--- src/hw/rtl/bll_ram.sv ---
// Generic simple dual-port RAM: one write port, one read port, registered read data.
// No dependencies.
`default_nettype none
module bll_ram #(
  parameter int DEPTH = 16,
  parameter int WIDTH = 16
) (
  input  wire logic                     clk,
  input  wire logic                     we,
  input  wire logic [$clog2(DEPTH)-1:0] waddr,
  input  wire logic [WIDTH-1:0]         wdata,
  input  wire logic                     re,
  input  wire logic [$clog2(DEPTH)-1:0] raddr,
  output      logic [WIDTH-1:0]         rdata
);

  logic [WIDTH-1:0] mem [DEPTH];
  logic [WIDTH-1:0] rdata_r;

  always_ff @(posedge clk) begin
    if (we) begin
      mem[waddr] <= wdata;
    end
  end

  always_ff @(posedge clk) begin
    if (re) begin
      rdata_r <= mem[raddr];
    end
  end

  assign rdata = rdata_r;

endmodule
`default_nettype wire

--- config.mk ---
export PLATFORM = sky130hd
export DESIGN_NAME = bll_ram
export DESIGN_NICKNAME = d
export VERILOG_FILES = /design/src/hw/rtl/bll_ram.sv
export SDC_FILE = /design/constraint.sdc
export NUM_CORES = 1
export LEC_CHECK = 0
export BUFFER_PORTS_ARGS = -buffer_cell sky130_fd_sc_hd__buf_2
export CORE_MARGIN = 3
export CORE_UTILIZATION = 35
export CTS_CLUSTER_DIAMETER = 100
export DETAILED_ROUTE_END_ITERATION = 10
export HOLD_SLACK_MARGIN = 0.15
export SLEW_MARGIN = 10
export SYNTH_ARGS = -nofsm -noshare
export SYNTH_HDL_FRONTEND = slang
export SYNTH_SLANG_ARGS = --single-unit
--- constraint.sdc ---
create_clock -name clk -period 3.4 [get_ports clk]
set_input_delay 0.51 -clock clk [delete_from_list [all_inputs] [get_ports clk]]
set_output_delay 0.51 -clock clk [all_outputs]
set_load 0.01 [all_outputs]
* After elaboration in Yosys (flattened, before gate mapping)
Memories as Yosys holds them, arrays and structs flattened. A register that Yosys moved wholly into a read port is not among the register bits. Cells that the tools add are included.
Cells by class: muxes and demuxes 2
Operators by type and width (number):
- $mux 1 | 2
Word-level totals: register bits 0, RAM bits 256, input port bits 27, memories 1
Memories:
- mem | depth 16, width 16, rd ports 1, clocked after memory_dff 1, write ports 1, RTL line 17 | logic [WIDTH-1:0] mem [DEPTH];

* Longest topological paths before layout
depth in word-level cells 2, mapped depth 5

* Least setup slack after synthesis
Ideal clock, no wire load.
path type input port to flip-flop, from input port waddr[2], to memory mem[0][0] (enable), library setup time 409 ps, data arrival time 2156 ps, required time 2991 ps, slack 835 ps, stages 2, path buffers 0, path through or3b_2 -> nor3_1
RTL lines:
- start: declaration | RTL line 10 | input wire logic [$clog2(DEPTH)-1:0] waddr,
- end: declaration | RTL line 17
Straight into the memory's write port.

==> results by group <==
Clock network
  • Longest Clk Path Bufs: 3
  • Clock sinks: 272
  • Post-CTS Setup Bufs: 0
  • CTS clock-pin slew for the worst setup and hold paths: 0.06 ns
  • Post-CTS Resized: 0
  • Skew-Pair Late Insertion Delay: 0.52 ns
  • CTS buffer count: 27
  • Root Buffer: clkbuf_16
  • Hold buffers post-CTS: 0
  • H-tree depth: 1
  • CTS tree: yes

Synthesis
  • Post-synth EDFFs: 272
  • Synth Area in Compound Gates: 0.0235
  • Syn_area_per_cell: 23.6 µm²
  • Ys Warns: 0
  • Synth Area in XOR/XNOR: 0
  • Post-Syn Area: 10200 µm²
  • Largest family of logic cells by synthesized area: multiplexers
  • Adder-cell share of the synthesized area: 0
  • Synth top cells by count: 272 x edfxtp_1, 54 x mux4_2, 32 x a22oi_1
  • Top cell type's share of synthesized area: 0.800
  • Register area share after synthesis: 0.800
  • Primary FF master, synth: edfxtp_1
  • Top-count cell post-synth: edfxtp_1
  • Synth Area in Simple Gates: 0.0189
  • Top cells by area, synth: edfxtp_1 80%, mux4_2 12%, mux4_1 2.6%, a22oi_1 2.4%, nand2_1 0.63%
  • Yosys top cell by area: edfxtp_1
  • Post-synthesis mux area share: 0.145
  • Syn Inst Count: 432
  • Flops & latches, synth: 272
  • Synth Net Count: 459
  • Distinct cell type count after synthesis: 18
  • Async set-reset flop share out of synthesis: 0

Timing
  • Clock skew: 0.00608 ns
  • Hold Vio Cnt, Final: 0
  • Crit path time final: 1.83 ns
  • RSZ-0062 raised after global routing: no
  • Crit share post-route: 0.540
  • Relative slew slack: 0.508
  • Slew Limit Fails: 0
  • FMAX: 545 MHz
  • Worst slew pin tran: 0.738 ns
  • Setup TNS: 0 ns
  • Final Setup Violations: 0

GRT
  • Total GRT Usage: 0.139
  • Global-route wire length before repair: 31800 µm
  • Initial antenna violation count: 2
  • Vias in the first global route: 4917
  • Total gr overflow: 0
  • Largest net degree at the start of global routing: 29

Power
  • Total chip power: 6.77 mW
  • Internal Power: 5.43 mW
  • Worst vdd ir: 0.256 mV
  • Flop pwr share: 0.561
  • Combinational share of power: 0.049
  • Psw: 1.35 mW
  • Pwr Density: 573 nW/µm²
  • Clk pwr share: 0.390
  • Leak: 3.78 nW
  • Net Sw Frac: 0.199

Detailed routing
  • Post-route ant nets: 0
  • Iter 0 DRT Violations: 420
  • Avg WL per Cell: 23.8 µm
  • Total Wirelength: 21400 µm
  • Drt first pass iters: 4
  • Via/cell ratio: 5.08
  • Remaining DRCs: 0
  • Via count: 4572

Critical path
  • CP required: 3.67 ns
  • Worst r2r dst: rdata[4]
  • WP data arrival: 2.11 ns
  • CP max FO: 26
  • CP startpoint kind: input pin
  • Worst setup path endpoint: rdata[1]
  • Critical setup path kind: input pin to flip-flop
  • R2R depth: 3
  • Critical path startpoint: raddr[0]
  • Crit path capture type: flip-flop
  • Minimum setup slack among reg-to-reg paths: 1.91 ns
  • RR Startpoint: mem[11][4]

Floorplanning
  • Initial Util: 0.361
  • Die H: 177 µm
  • Top-Level Pins: 43
  • Area of the die: 31200 µm²
  • Core ar.: 28200 µm²
  • Die W: 177 µm
  • Row count: 61

Layout
  • NumNets Final: 533
  • Share of layout cells above drive strength 1: 0.326
  • Area Overhead vs Synth: 15.8%
  • Fill count: 2445

Placement
  • DP HPWL: 11700 µm
  • IO buf count: 42
  • Routability congestion estimate: 0.684

Outcome
  • Status: finished, final reports clean

Worst hold path
  • Hold/Removal Path Class: input pin to flip-flop

Run
  • Number of max-cap violations: 0
flip-flops by register name (all words and copies together) (netlist names):
| register | cells |
|---|---|
| mem | 256 |
| rdata | 16 |
routing by layer:
metal  vias up  GRT usage  part of all wire
met5         -          0           0.00061
met4         2     0.0373             0.022
met3        37     0.0223             0.064
met2       131      0.233              0.50
met1      2403      0.191              0.42
li1       1999          -                 -
power groups by stage:
stage	Sequential, mW	Combinational (mW)	Clock, mW
after floorplan	3.87	0.183	0
after global placement	3.86	0.331	0
after detailed placement	3.87	0.342	0
after CTS	3.80	0.341	2.71
after global routing	3.80	0.364	2.86
final	3.80	0.332	2.64
critical path, cell delays in order:
cell     delay, ns
buf_4         0.43
buf_12        0.27
mux4_1        0.58
a22oi_1       0.21
nand2_1       0.07
cell type report:
type | instances | area, µm² | area share
Clock buffer | 31 | 691 | 0.0585
Timing Repair Buffer | 66 | 430 | 0.0364
Tap cell | 378 | 473 | 0.0400
Sequential cell | 272 | 8170 | 0.692
Clock inverter | 13 | 85.1 | 0.00720
Antenna cell | 1 | 2.50 | 0.000212
Multi-Input combinational cell | 139 | 1960 | 0.166
logic make-up (layout without fill, tap and decap cells):
logic type | count (synthesis) | after routing
DFF | 272 | 272
muxes | 64 | 64
and+or+nand+nor | 43 | 43
AOI/OAI and AO/OA | 32 | 32
buffers and inverters | 21 | 110
other | 0 | 1
worst min path at each step:
stage | startpoint | to | slack [ns] | cells past startpoint
after floorplan | wdata[0] | mem[0][0] | 0.61 | 0
after global placement | mem[8][11] | rdata[11] | 0.73 | 3
after detailed placement | mem[14][13] | rdata[13] | 0.74 | 3
after CTS | wdata[9] | mem[4][9] | 0.34 | 1
after global routing | wdata[13] | mem[11][13] | 0.35 | 1
final | wdata[13] | mem[11][13] | 0.36 | 1
placed cells by master (no fill, tap or decap), drive strengths merged:
master,n
nor3,4
and2,1
diode,1
nand2b,2
or3b,1
bufinv,1
nand3b,2
clkbuf,31
mux4,64
buf,66
nand3,1
clkinv,12
edfxtp,272
nor2b,2
a22oi,32
nand2,17
nor2,13
metrics by stage:
step	cell area [µm²]	std cells	hold slack [ns]	utilization	setup slack (ns)
CTS	11800	899	0.339	0.418	1.54
detailed placement	11000	855	0.740	0.391	0.985
floorplan	10200	432	0.609	-	0.835
global placement	11000	855	0.728	0.391	1.04
finish	11800	900	0.359	0.418	1.57
global route	11800	899	0.354	0.418	1.40
(Power assumes the default switching activity.)
