## config.mk

```make
export PLATFORM = sky130hd
export DESIGN_NAME = bll_ctrl_flat
export DESIGN_NICKNAME = d
export VERILOG_FILES = /design/src/hw/rtl/bll_pkg.sv /design/src/hw/rtl/bll_in_if.sv /design/src/hw/rtl/bll_ctrl.sv /design/src/flat_wrapper.sv
export SDC_FILE = /design/constraint.sdc
export NUM_CORES = 1
export LEC_CHECK = 0
export ABC_CLOCK_PERIOD_IN_PS = 4900
export BUFFER_PORTS_ARGS = -buffer_cell sky130_fd_sc_hd__buf_2
export CAP_MARGIN = 5
export CELL_PAD_IN_SITES_DETAIL_PLACEMENT = 2
export CELL_PAD_IN_SITES_GLOBAL_PLACEMENT = 2
export CORE_UTILIZATION = 32
export DETAILED_ROUTE_END_ITERATION = 10
export PLACE_DENSITY = 0.76
export SYNTH_ARGS = -nofsm -noshare
export SYNTH_HDL_FRONTEND = slang
export SYNTH_SLANG_ARGS = --single-unit
```

## constraint.sdc

```tcl
create_clock -name clk -period 4.9 [get_ports clk]
set_input_delay 0.49 -clock clk [delete_from_list [all_inputs] [get_ports clk]]
set_output_delay 0.49 -clock clk [all_outputs]
set_load 0.02 [all_outputs]
```

## src/hw/rtl/bll_pkg.sv

```systemverilog
// Shared constants, types and helper functions of the binary lifting ancestor engine.
// Used by the channel interfaces, the sequencer and the top level.
`default_nettype none
package bll_pkg;

  localparam int NODE_SLOTS = 65536;
  localparam int LEVELS     = 16;

  localparam int DATA_W    = 16;
  localparam int NODE_W    = $clog2(NODE_SLOTS);
  localparam int LVL_W     = $clog2(LEVELS);
  localparam int ANC_AW    = NODE_W + LVL_W;
  localparam int ANC_DEPTH = NODE_SLOTS * (2 ** LVL_W);

  localparam logic [1:0] REQ_LOAD  = 2'd0;
  localparam logic [1:0] REQ_BUILD = 2'd1;
  localparam logic [1:0] REQ_QUERY = 2'd2;

  typedef logic [DATA_W-1:0] word_t;
  typedef logic [NODE_W-1:0] node_idx_t;
  typedef logic [LVL_W-1:0]  lvl_t;

  typedef struct packed {
    logic              we;
    logic [ANC_AW-1:0] waddr;
    word_t             wdata;
    logic              re;
    logic [ANC_AW-1:0] raddr;
  } anc_port_t;

  typedef struct packed {
    logic      we;
    node_idx_t waddr;
    word_t     wdata;
    logic      re;
    node_idx_t raddr;
  } dep_port_t;

  typedef struct packed {
    word_t ancestor;
    logic  build_done;
  } result_t;

  function automatic logic node_ok(input word_t n);
    return 32'(n) < NODE_SLOTS;
  endfunction

  function automatic node_idx_t node_idx(input word_t n);
    logic [31:0] ext;
    ext = 32'(n);
    return ext[NODE_W-1:0];
  endfunction

  function automatic logic [ANC_AW-1:0] anc_addr(input node_idx_t idx, input lvl_t lvl);
    return {idx, lvl};
  endfunction

endpackage
`default_nettype wire

```

## src/hw/rtl/bll_in_if.sv

```systemverilog
// Input channel of the ancestor engine: valid/ready with the request payload.
// Depends on bll_pkg for the word type.
`default_nettype none
interface bll_in_if;
  logic          valid;
  logic          ready;
  logic [1:0]    req_type;
  bll_pkg::word_t node_a;
  bll_pkg::word_t node_b;
  bll_pkg::word_t node_depth;

  modport source (output valid, req_type, node_a, node_b, node_depth, input ready);
  modport sink   (input valid, req_type, node_a, node_b, node_depth, output ready);
endinterface
`default_nettype wire

```

## src/hw/rtl/bll_ctrl.sv

```systemverilog
// Request sequencer: load, level build by doubling and lifting query over the two RAMs.
// Depends on bll_pkg and bll_in_if; drives the RAM ports and hands results to the top level.
`default_nettype none
module bll_ctrl (
  input  wire logic                 clk,
  input  wire logic                 rst_n,
  bll_in_if.sink                    in_chan,
  input  wire bll_pkg::word_t       active_nodes,
  output      bll_pkg::anc_port_t   anc_o,
  input  wire bll_pkg::word_t       anc_rdata,
  output      bll_pkg::dep_port_t   dep_o,
  input  wire bll_pkg::word_t       dep_rdata,
  output      bll_pkg::result_t     res_o,
  output      logic                 res_valid,
  input  wire logic                 res_ready
);

  typedef enum logic [4:0] {
    S_IDLE, S_LOAD, S_B_START, S_B_R1, S_B_R2, S_B_WR,
    S_Q_DA, S_Q_DB, S_Q_DCMP, S_Q_L1, S_Q_L1W, S_Q_L1D, S_Q_EQ,
    S_Q_L2, S_Q_L2A, S_Q_L2B, S_Q_FIN, S_Q_FINW, S_DONE
  } state_t;

  localparam bll_pkg::lvl_t      LVL_TOP  = bll_pkg::LVL_W'(bll_pkg::LEVELS - 1);
  localparam bll_pkg::lvl_t      LVL_ONE  = bll_pkg::LVL_W'(1);
  localparam bll_pkg::node_idx_t NODE_ONE = bll_pkg::NODE_W'(1);
  localparam bll_pkg::node_idx_t NODE_TOP = bll_pkg::NODE_W'(bll_pkg::NODE_SLOTS - 1);

  state_t              state_r, state_nxt;
  bll_pkg::word_t      a_r, a_nxt, b_r, b_nxt, d_r, d_nxt;
  bll_pkg::word_t      u_r, u_nxt, v_r, v_nxt;
  bll_pkg::word_t      du_r, du_nxt, dv_r, dv_nxt;
  bll_pkg::word_t      x_r, x_nxt, res_r, res_nxt;
  bll_pkg::lvl_t       lvl_r, lvl_nxt;
  bll_pkg::node_idx_t  ni_r, ni_nxt, last_r, last_nxt;
  logic                built_r, built_nxt;

  bll_pkg::word_t      anc_val, dep_val;
  logic                in_acc;

  assign in_chan.ready = (state_r == S_IDLE);
  assign in_acc        = in_chan.valid && in_chan.ready;
  assign res_valid     = (state_r == S_DONE);
  assign res_o         = '{ancestor: res_r, build_done: built_r};

  always_comb begin
    state_nxt = state_r;
    a_nxt     = a_r;
    b_nxt     = b_r;
    d_nxt     = d_r;
    u_nxt     = u_r;
    v_nxt     = v_r;
    du_nxt    = du_r;
    dv_nxt    = dv_r;
    x_nxt     = x_r;
    res_nxt   = res_r;
    lvl_nxt   = lvl_r;
    ni_nxt    = ni_r;
    last_nxt  = last_r;
    built_nxt = built_r;
    anc_o     = '0;
    dep_o     = '0;
    anc_val   = '0;
    dep_val   = '0;

    case (state_r)
      S_IDLE: begin
        if (in_acc) begin
          a_nxt   = in_chan.node_a;
          b_nxt   = in_chan.node_b;
          d_nxt   = in_chan.node_depth;
          u_nxt   = bll_pkg::node_ok(in_chan.node_a) ? in_chan.node_a : '0;
          v_nxt   = bll_pkg::node_ok(in_chan.node_b) ? in_chan.node_b : '0;
          res_nxt = '0;
          if (32'(active_nodes) > bll_pkg::NODE_SLOTS - 1) begin
            last_nxt = NODE_TOP;
          end else begin
            last_nxt = bll_pkg::node_idx(active_nodes);
          end
          case (in_chan.req_type)
            bll_pkg::REQ_LOAD:  state_nxt = S_LOAD;
            bll_pkg::REQ_BUILD: state_nxt = S_B_START;
            bll_pkg::REQ_QUERY: state_nxt = S_Q_DA;
            default:            state_nxt = S_DONE;
          endcase
        end
      end

      S_LOAD: begin
        if (bll_pkg::node_ok(a_r) && (a_r != '0)) begin
          anc_o.we    = 1'b1;
          anc_o.waddr = bll_pkg::anc_addr(bll_pkg::node_idx(a_r), '0);
          anc_o.wdata = bll_pkg::node_ok(b_r) ? b_r : '0;
          dep_o.we    = 1'b1;
          dep_o.waddr = bll_pkg::node_idx(a_r);
          dep_o.wdata = d_r;
        end
        built_nxt = 1'b0;
        state_nxt = S_DONE;
      end

      S_B_START: begin
        if (last_r == '0) begin
          built_nxt = 1'b1;
          state_nxt = S_DONE;
        end else begin
          lvl_nxt   = LVL_ONE;
          ni_nxt    = NODE_ONE;
          state_nxt = S_B_R1;
        end
      end

      S_B_R1: begin
        anc_o.re    = 1'b1;
        anc_o.raddr = bll_pkg::anc_addr(ni_r, lvl_r - LVL_ONE);
        state_nxt   = S_B_R2;
      end

      S_B_R2: begin
        x_nxt       = anc_rdata;
        anc_o.re    = 1'b1;
        anc_o.raddr = bll_pkg::anc_addr(bll_pkg::node_idx(anc_rdata), lvl_r - LVL_ONE);
        state_nxt   = S_B_WR;
      end

      S_B_WR: begin
        anc_val     = (x_r == '0) ? '0 : anc_rdata;
        anc_o.we    = 1'b1;
        anc_o.waddr = bll_pkg::anc_addr(ni_r, lvl_r);
        anc_o.wdata = anc_val;
        if (ni_r == last_r) begin
          if (lvl_r == LVL_TOP) begin
            built_nxt = 1'b1;
            state_nxt = S_DONE;
          end else begin
            lvl_nxt   = lvl_r + LVL_ONE;
            ni_nxt    = NODE_ONE;
            state_nxt = S_B_R1;
          end
        end else begin
          ni_nxt    = ni_r + NODE_ONE;
          state_nxt = S_B_R1;
        end
      end

      S_Q_DA: begin
        dep_o.re    = 1'b1;
        dep_o.raddr = bll_pkg::node_idx(u_r);
        state_nxt   = S_Q_DB;
      end

      S_Q_DB: begin
        du_nxt      = (u_r == '0) ? '0 : dep_rdata;
        dep_o.re    = 1'b1;
        dep_o.raddr = bll_pkg::node_idx(v_r);
        state_nxt   = S_Q_DCMP;
      end

      S_Q_DCMP: begin
        dep_val = (v_r == '0) ? '0 : dep_rdata;
        if (du_r < dep_val) begin
          u_nxt  = v_r;
          v_nxt  = u_r;
          du_nxt = dep_val;
          dv_nxt = du_r;
        end else begin
          dv_nxt = dep_val;
        end
        lvl_nxt   = LVL_TOP;
        state_nxt = S_Q_L1;
      end

      S_Q_L1: begin
        if (32'(du_r) >= 32'(dv_r) + (32'd1 << lvl_r)) begin
          anc_o.re    = 1'b1;
          anc_o.raddr = bll_pkg::anc_addr(bll_pkg::node_idx(u_r), lvl_r);
          state_nxt   = S_Q_L1W;
        end else if (lvl_r == '0) begin
          state_nxt = S_Q_EQ;
        end else begin
          lvl_nxt = lvl_r - LVL_ONE;
        end
      end

      S_Q_L1W: begin
        anc_val     = (u_r == '0) ? '0 : anc_rdata;
        u_nxt       = anc_val;
        dep_o.re    = 1'b1;
        dep_o.raddr = bll_pkg::node_idx(anc_val);
        state_nxt   = S_Q_L1D;
      end

      S_Q_L1D: begin
        du_nxt = (u_r == '0) ? '0 : dep_rdata;
        if (lvl_r == '0) begin
          state_nxt = S_Q_EQ;
        end else begin
          lvl_nxt   = lvl_r - LVL_ONE;
          state_nxt = S_Q_L1;
        end
      end

      S_Q_EQ: begin
        if (u_r == v_r) begin
          res_nxt   = u_r;
          state_nxt = S_DONE;
        end else begin
          lvl_nxt   = LVL_TOP;
          state_nxt = S_Q_L2;
        end
      end

      S_Q_L2: begin
        anc_o.re    = 1'b1;
        anc_o.raddr = bll_pkg::anc_addr(bll_pkg::node_idx(u_r), lvl_r);
        state_nxt   = S_Q_L2A;
      end

      S_Q_L2A: begin
        x_nxt       = (u_r == '0) ? '0 : anc_rdata;
        anc_o.re    = 1'b1;
        anc_o.raddr = bll_pkg::anc_addr(bll_pkg::node_idx(v_r), lvl_r);
        state_nxt   = S_Q_L2B;
      end

      S_Q_L2B: begin
        anc_val = (v_r == '0) ? '0 : anc_rdata;
        if ((x_r != '0) && (anc_val != '0) && (x_r != anc_val)) begin
          u_nxt = x_r;
          v_nxt = anc_val;
        end
        if (lvl_r == '0) begin
          state_nxt = S_Q_FIN;
        end else begin
          lvl_nxt   = lvl_r - LVL_ONE;
          state_nxt = S_Q_L2;
        end
      end

      S_Q_FIN: begin
        anc_o.re    = 1'b1;
        anc_o.raddr = bll_pkg::anc_addr(bll_pkg::node_idx(u_r), '0);
        state_nxt   = S_Q_FINW;
      end

      S_Q_FINW: begin
        res_nxt   = (u_r == '0) ? '0 : anc_rdata;
        state_nxt = S_DONE;
      end

      S_DONE: begin
        if (res_ready) begin
          state_nxt = S_IDLE;
        end
      end

      default: begin
        state_nxt = S_IDLE;
      end
    endcase
  end

  always_ff @(posedge clk) begin
    if (!rst_n) begin
      state_r <= S_IDLE;
      built_r <= 1'b0;
    end else begin
      state_r <= state_nxt;
      built_r <= built_nxt;
    end
    a_r    <= a_nxt;
    b_r    <= b_nxt;
    d_r    <= d_nxt;
    u_r    <= u_nxt;
    v_r    <= v_nxt;
    du_r   <= du_nxt;
    dv_r   <= dv_nxt;
    x_r    <= x_nxt;
    res_r  <= res_nxt;
    lvl_r  <= lvl_nxt;
    ni_r   <= ni_nxt;
    last_r <= last_nxt;
  end

`ifndef SYNTHESIS
  a_anc_no_rw_overlap: assert property (@(posedge clk) disable iff (!rst_n)
    !(anc_o.we && anc_o.re))
    else $error("ancestor RAM read and write in the same cycle");

  a_anc_no_sentinel_write: assert property (@(posedge clk) disable iff (!rst_n)
    anc_o.we |-> (anc_o.waddr[bll_pkg::ANC_AW-1:bll_pkg::LVL_W] != '0))
    else $error("write to the sentinel row");

  a_load_clears_built: assert property (@(posedge clk) disable iff (!rst_n)
    (state_r == S_LOAD) |=> !built_r)
    else $error("load left build flag set");

  a_handoff_to_idle: assert property (@(posedge clk) disable iff (!rst_n)
    (res_valid && res_ready) |=> (state_r == S_IDLE))
    else $error("result taken but sequencer not idle");

  a_build_level_range: assert property (@(posedge clk) disable iff (!rst_n)
    (state_r == S_B_R1) |-> ((lvl_r != '0) && (ni_r != '0) && (ni_r <= last_r)))
    else $error("build counters out of range");
`endif

endmodule
`default_nettype wire

```

## src/flat_wrapper.sv

```systemverilog
// flat-port wrapper written by rule: the top's interface ports become plain ports
module bll_ctrl_flat 
  (clk, rst_n, active_nodes, anc_o, anc_rdata, dep_o, dep_rdata, res_o, res_valid, res_ready, in_chan_valid, in_chan_req_type, in_chan_node_a, in_chan_node_b, in_chan_node_depth, in_chan_ready);
  bll_in_if in_chan_i ();
  input  wire logic clk;
  input  wire logic rst_n;
  input  wire bll_pkg::word_t active_nodes;
  output      bll_pkg::anc_port_t anc_o;
  input  wire bll_pkg::word_t anc_rdata;
  output      bll_pkg::dep_port_t dep_o;
  input  wire bll_pkg::word_t dep_rdata;
  output      bll_pkg::result_t res_o;
  output      logic res_valid;
  input  wire logic res_ready;
  input wire logic [$bits(in_chan_i.valid)-1:0] in_chan_valid;
  input wire logic [$bits(in_chan_i.req_type)-1:0] in_chan_req_type;
  input wire logic [$bits(in_chan_i.node_a)-1:0] in_chan_node_a;
  input wire logic [$bits(in_chan_i.node_b)-1:0] in_chan_node_b;
  input wire logic [$bits(in_chan_i.node_depth)-1:0] in_chan_node_depth;
  output wire logic [$bits(in_chan_i.ready)-1:0] in_chan_ready;
  assign in_chan_i.valid = in_chan_valid;
  assign in_chan_i.req_type = in_chan_req_type;
  assign in_chan_i.node_a = in_chan_node_a;
  assign in_chan_i.node_b = in_chan_node_b;
  assign in_chan_i.node_depth = in_chan_node_depth;
  assign in_chan_ready = in_chan_i.ready;
  bll_ctrl u_core (.clk(clk), .rst_n(rst_n), .in_chan(in_chan_i), .active_nodes(active_nodes), .anc_o(anc_o), .anc_rdata(anc_rdata), .dep_o(dep_o), .dep_rdata(dep_rdata), .res_o(res_o), .res_valid(res_valid), .res_ready(res_ready));
endmodule
```

# Yosys cells after proc, flatten, opt, wreduce, memory -nomap -nowiden
# Index checks and enable logic that the tools add are counted.
[word_totals] out_inout_bits=127 word_cells=146 ff_bits=186
[op_classes] reduce_logical=33 n_eq_ne=38 addsub=4 n_lt_le_gt_ge=2 mux=54 shift=1
[ops] cell="16-bit two-way mux" count=18
[ops] cell="21-bit case mux with 6 select lines" count=1
[ops] cell="16-bit case mux with 2 select lines" count=3
[ops] cell="16-bit case mux with 3 select lines" count=2
[ops] cell="5-bit case mux with 18 select lines" count=1
[ops] cell="37-bit case mux with 2 select lines" count=1
[ops] cell="33-bit two-way mux" count=2
[ops] cell="16-bit logical NOT" count=4
[ops] cell="16-bit case mux with 4 select lines" count=1
[ops] cell="17-bit case mux with 3 select lines" count=1
[ops] cell="16-bit nonzero test" count=3
[ops] cell="5-bit two-way mux" count=9
[ops] cell="5-bit by 4-bit equality test with 1-bit output, second input constant" count=8
[ops] cell="37-bit two-way mux" count=1
[ops] cell="16-bit by 32-bit adder with 32-bit output" count=1
[ops] cell="16-bit equality test" count=2
[ops] cell="16-bit by 32-bit greater-or-equal comparator with 1-bit output" count=1
[ops] cell="1-bit by 4-bit left shift with 32-bit output, first input constant" count=1
[ops] cell="4-bit two-way mux" count=6
[ops] cell="4-bit case mux with 6 select lines" count=1
[ops] cell="21-bit two-way mux" count=1
[ops] cell="5-bit by 3-bit equality test with 1-bit output, second input constant" count=4
[ops] cell="16-bit by 1-bit adder with 16-bit output, second input constant" count=1
[ops] cell="16-bit < comparator" count=1
[ops] cell="30 further kinds" count=58

# Depth between registers and ports, before layout
[logic_depth] ltp_word=7 ltp_mapped=23

# Least setup slack after synthesis
# Ideal clock, no wire load.
[synth_timing] path_kind="register to output" start="register u_core.lvl_r[0]" end="output port anc_o[2] (netlist bit)" required_ns=4.410 path_slack_ns=0.139 t_arrival_ns=4.271 path_stages_with_launch=19 path_cell_list="edfxtp_1 > ha_1 > ha_1 > nor2b_1 > ha_1 > a21o_1 > a221o_1 > a22o_1 > a21o_1 > o21ai_0 > nand2b_1 > xnor2_1 > ha_1 > nand2_1 > o21ai_0 > or3_1 > o2111a_1 > and2_2 > o41a_1"
[synth_rtl] element="start, declared" line="bll_ctrl.sv:34" source="bll_pkg::lvl_t lvl_r, lvl_nxt;"
[synth_rtl] element="start signal, assigned" line="bll_ctrl.sv:280" source="lvl_r <= lvl_nxt;"
[synth_rtl] element="end, declared" line="flat_wrapper.sv:8" source="output bll_pkg::anc_port_t anc_o;"

==> key figures <==
Timing
  – Fin Setup TNS: -11.10 ns
  – Crit path time final: 5.490 ns
  – Slew Viols, Final: 0
  – Post-Route Skew: 0.01160 ns
  – Min Hold Slack: between 0.2 and 0.25 ns
  – Final setup margin: -0.5896 ns
  – Slew headroom: 0.1878
  – Final Cycle Share: 1.120
  – RSZ-0062 raised after global routing: yes
  – Worst slew pin tran: ~1.2 ns
  – FMAX: between 150 and 200 MHz
  – Final setup fails: 21
  – Final Hold Viols: 0

Hold path
  – Worst hold path class: input pin to flop

Floorplanning
  – Die width: 193.7 microns
  – Core Footprint: 0.03583 sq mm
  – I/O pins: 229
  – Initial core utilization: 0.3283
  – DIE AREA: 0.03753 sq mm
  – Die H: roughly 190 microns
  – Number of placement rows: 69

Critical path
  – Required @ worst endpoint: 4.41 ns
  – Critical path type: flop to output port
  – Critical path peak fanout: 4
  – CP arrival: 5.00 ns
  – Critical Path Source Type: flop
  – Crit end category: output port

Clock network
  – Worst-Skew Late Latency: about 0.45 ns
  – Reg clk slew, reported paths: 0.07 ns
  – CTS tree: done
  – Hold Buf Count CTS: 0
  – Clock tree buffer depth: 2
  – Clock sinks: 186
  – Depth of the CTS H-tree: 4
  – Clock root cell: clkbuf_16
  – CTS Buf Count: 17

Pwr
  – Maximum VDD drop: 277.0 uV
  – Leak: approximately 6.4 nW
  – Pint: 0.004216 W
  – Reg power frac: 0.408
  – Pwr/cell area: 505.4 mW/mm^2
  – Gate power share: 0.413
  – Clock power share: 0.180
  – Switch share: 0.4406
  – Psw: 0.003321 W

Layout
  – Commonest non-fill, non-tap cell in the layout: buf_2
  – Nets: 1,551
  – Filler cells: 3,768
  – FF+latch area: 0.005525 sq mm
  – Fraction of layout cells with a size suffix above 1: 0.3117
  – Multi-input gate area: around 0.006 sq mm
  – Non-Filler Instances: 1,867
  – Most frequent cells in the layout: buf_2 (207), edfxtp_1 (180), nand2_1 (95)
  – Area Growth Syn to Fin: 26.77%

Global routing
  – Largest net degree at the start of global routing: between 50 and 60
  – Initial antenna violation count: 2
  – Layer with the highest usage: met2
  – Met3 usage: 0.05114
  – Met1 Resource Use GR: 0.3145
  – Met2 usage: 0.4644
  – Vias in the first global route: 11,650
  – First-pass GRT wire length: approximately 74 mm
  – Global-route usage over all layers: 0.2637
  – Grt ovf: 0

Logic synthesis
  – Synthesized cell area: 0.01176 sq mm
  – Async S/R FF share, synth: 0
  – Number of flops mapped to enable cells by yosys: 180
  – Post-Syn Area per Cell: 10.35 sq um
  – Yosys warns: 0
  – Post-synthesis net count: roughly 1,300
  – Mapped Cells: 1,137
  – #FFs+latches synth: 186
  – Post-synthesis sequential area ratio: 0.4697
  – Main flop type after synthesis: edfxtp_1
  – Netlist cell types: 77

Placement
  – IO buf count: 228
  – Global placer's final weighted congestion: 0.8923
  – Post-Place Cells: 1,802
  – Post-DP HPWL: 36.42 mm

Drt
  – DRT antenna net count: 0
  – Initial drt markers: around 1,000
  – Initial DRT Pass Iterations: 6
  – DRC: 0
  – Vias per inst: 5.879
  – Total Wirelength: 51.54 mm
  – Vias: 10,980
  – Routed length per instance: 27.60 microns

Outcome
  – Failing checks: negative setup slack
  – Run status: complete, but fails checks

Job
  – Max_cap viols: 0
==> power groups by stage <==
stage	registers [W]	logic [W]	clock network [W]
2_1_floorplan	0.00279	0.00162	0
3_3_place_gp	0.00305	0.00254	0
3_5_place_dp	0.00307	0.00264	0
4_1_cts	0.00305	0.00285	0.00138
5_1_grt	0.00310	0.00331	0.00143
6_report	0.00307	0.00311	0.00135
==> worst max-delay path, stage by stage (launching register included) <==
cell and delay (ns):
edfxtp_1 0.51, inv_2 0.19, ha_4 0.18, and3_4 0.20
ha_4 0.20, a21o_1 0.17, a221o_1 0.36, buf_4 0.14
buf_4 0.12, buf_4 0.12, a21o_2 0.18, a21oi_1 0.18
xor2_1 0.10, ha_1 0.20, a21oi_2 0.14, o21ai_2 0.08
or3_4 0.37, o2111a_2 0.30, a22oi_4 0.23, buf_6 0.16
clkbuf_16 0.16, o21ai_4 0.06, buf_6 0.16
==> metal layers <==
layer / part of all wire / vias to the layer above
li1: - / 4815
met2: 0.51 / 460
met4: 0.035 / 2
met1: 0.40 / 5605
met5: 0.00025 / -
met3: 0.062 / 95
==> area by class of cell <==
class                      instances  share of cell area
multi-input combinational        806              0.4024
tap                              461             0.03868
clock inverter                    14            0.007383
sequential                       186              0.3705
timing repair buffer             318              0.1360
clock buffer                      17             0.02853
inverter                          64             0.01636
antenna                            1           0.0001678
==> repair_timing <==
item,CTS,global route
gates cloned,1,1
setup endpoints to repair,25,25
resized for setup,82,54
setup buffers,13,21
pin swaps,6,21
==> through the flow <==
step | cell area, sq um | setup WS, ns | utilization | power [W]
floorplan | 11760 | 0.1392 | - | 0.004411
global placement | 13560 | -0.003917 | 0.3785 | 0.005583
finish | 14910 | -0.5896 | 0.4162 | 0.007537
global route | 14910 | -0.7389 | 0.4162 | 0.007845
CTS | 14560 | -0.4612 | 0.4064 | 0.007273
detailed placement | 13560 | -0.2539 | 0.3785 | 0.005707
==> registers in the layout (all words and copies together) (netlist names) <==
register	count
u_core.a_r	16
u_core.b_r	16
u_core.d_r	16
u_core.du_r	16
u_core.dv_r	16
u_core.last_r	16
u_core.ni_r	16
u_core.res_r	16
u_core.u_r	16
u_core.v_r	16
u_core.x_r	16
u_core.state_r	5
u_core.lvl_r	4
u_core.built_r	1
==> logic make-up (layout without fill, tap and decap cells) <==
kind of cell	after synthesis	in the layout	synth area share
multiplexers	2	2	0.001808
AO/OA/AOI/OAI	284	284	0.1822
XOR/XNOR	73	73	0.05435
AND/OR/NAND/NOR	391	391	0.1766
adder cells (fa/ha/maj)	56	56	0.06020
flip-flops	186	186	0.4697
buffers and inverters	145	413	0.05520
other	0	1	0
==> cells in the mapped netlist (25+ instances only) <==
master / n / area [sq um]
a21o_1: 26 / 195.2
a21oi_1: 36 / 180.2
a222oi_1: 48 / 480.5
a22o_1: 34 / 297.8
and2_1: 25 / 156.4
and3_1: 47 / 294.0
clkbuf_1: 49 / 183.9
edfxtp_1: 180 / 5405
ha_1: 55 / 688.2
inv_1: 64 / 240.2
nand2_1: 96 / 360.4
nand3_1: 33 / 165.2
nor2_1: 54 / 202.7
nor2b_1: 30 / 187.7
nor4_1: 36 / 225.2
o21ai_0: 58 / 290.3
xor2_1: 51 / 446.7
==> path summary, 6_finish.rpt <==
check / from / to / slack [ns] / cells after the start
worst min-delay path: in_chan_node_depth[1] / u_core.d_r[1] / 0.21 / 1
worst min register to register: u_core.built_r / u_core.built_r / 0.64 / 2
worst max register to register: u_core.lvl_r[1] / u_core.lvl_r[1] / 0.15 / 20
worst max-delay path: u_core.lvl_r[1] / anc_o[4] / -0.59 / 22
No activity file was read; power rests on OpenSTA's default activity.
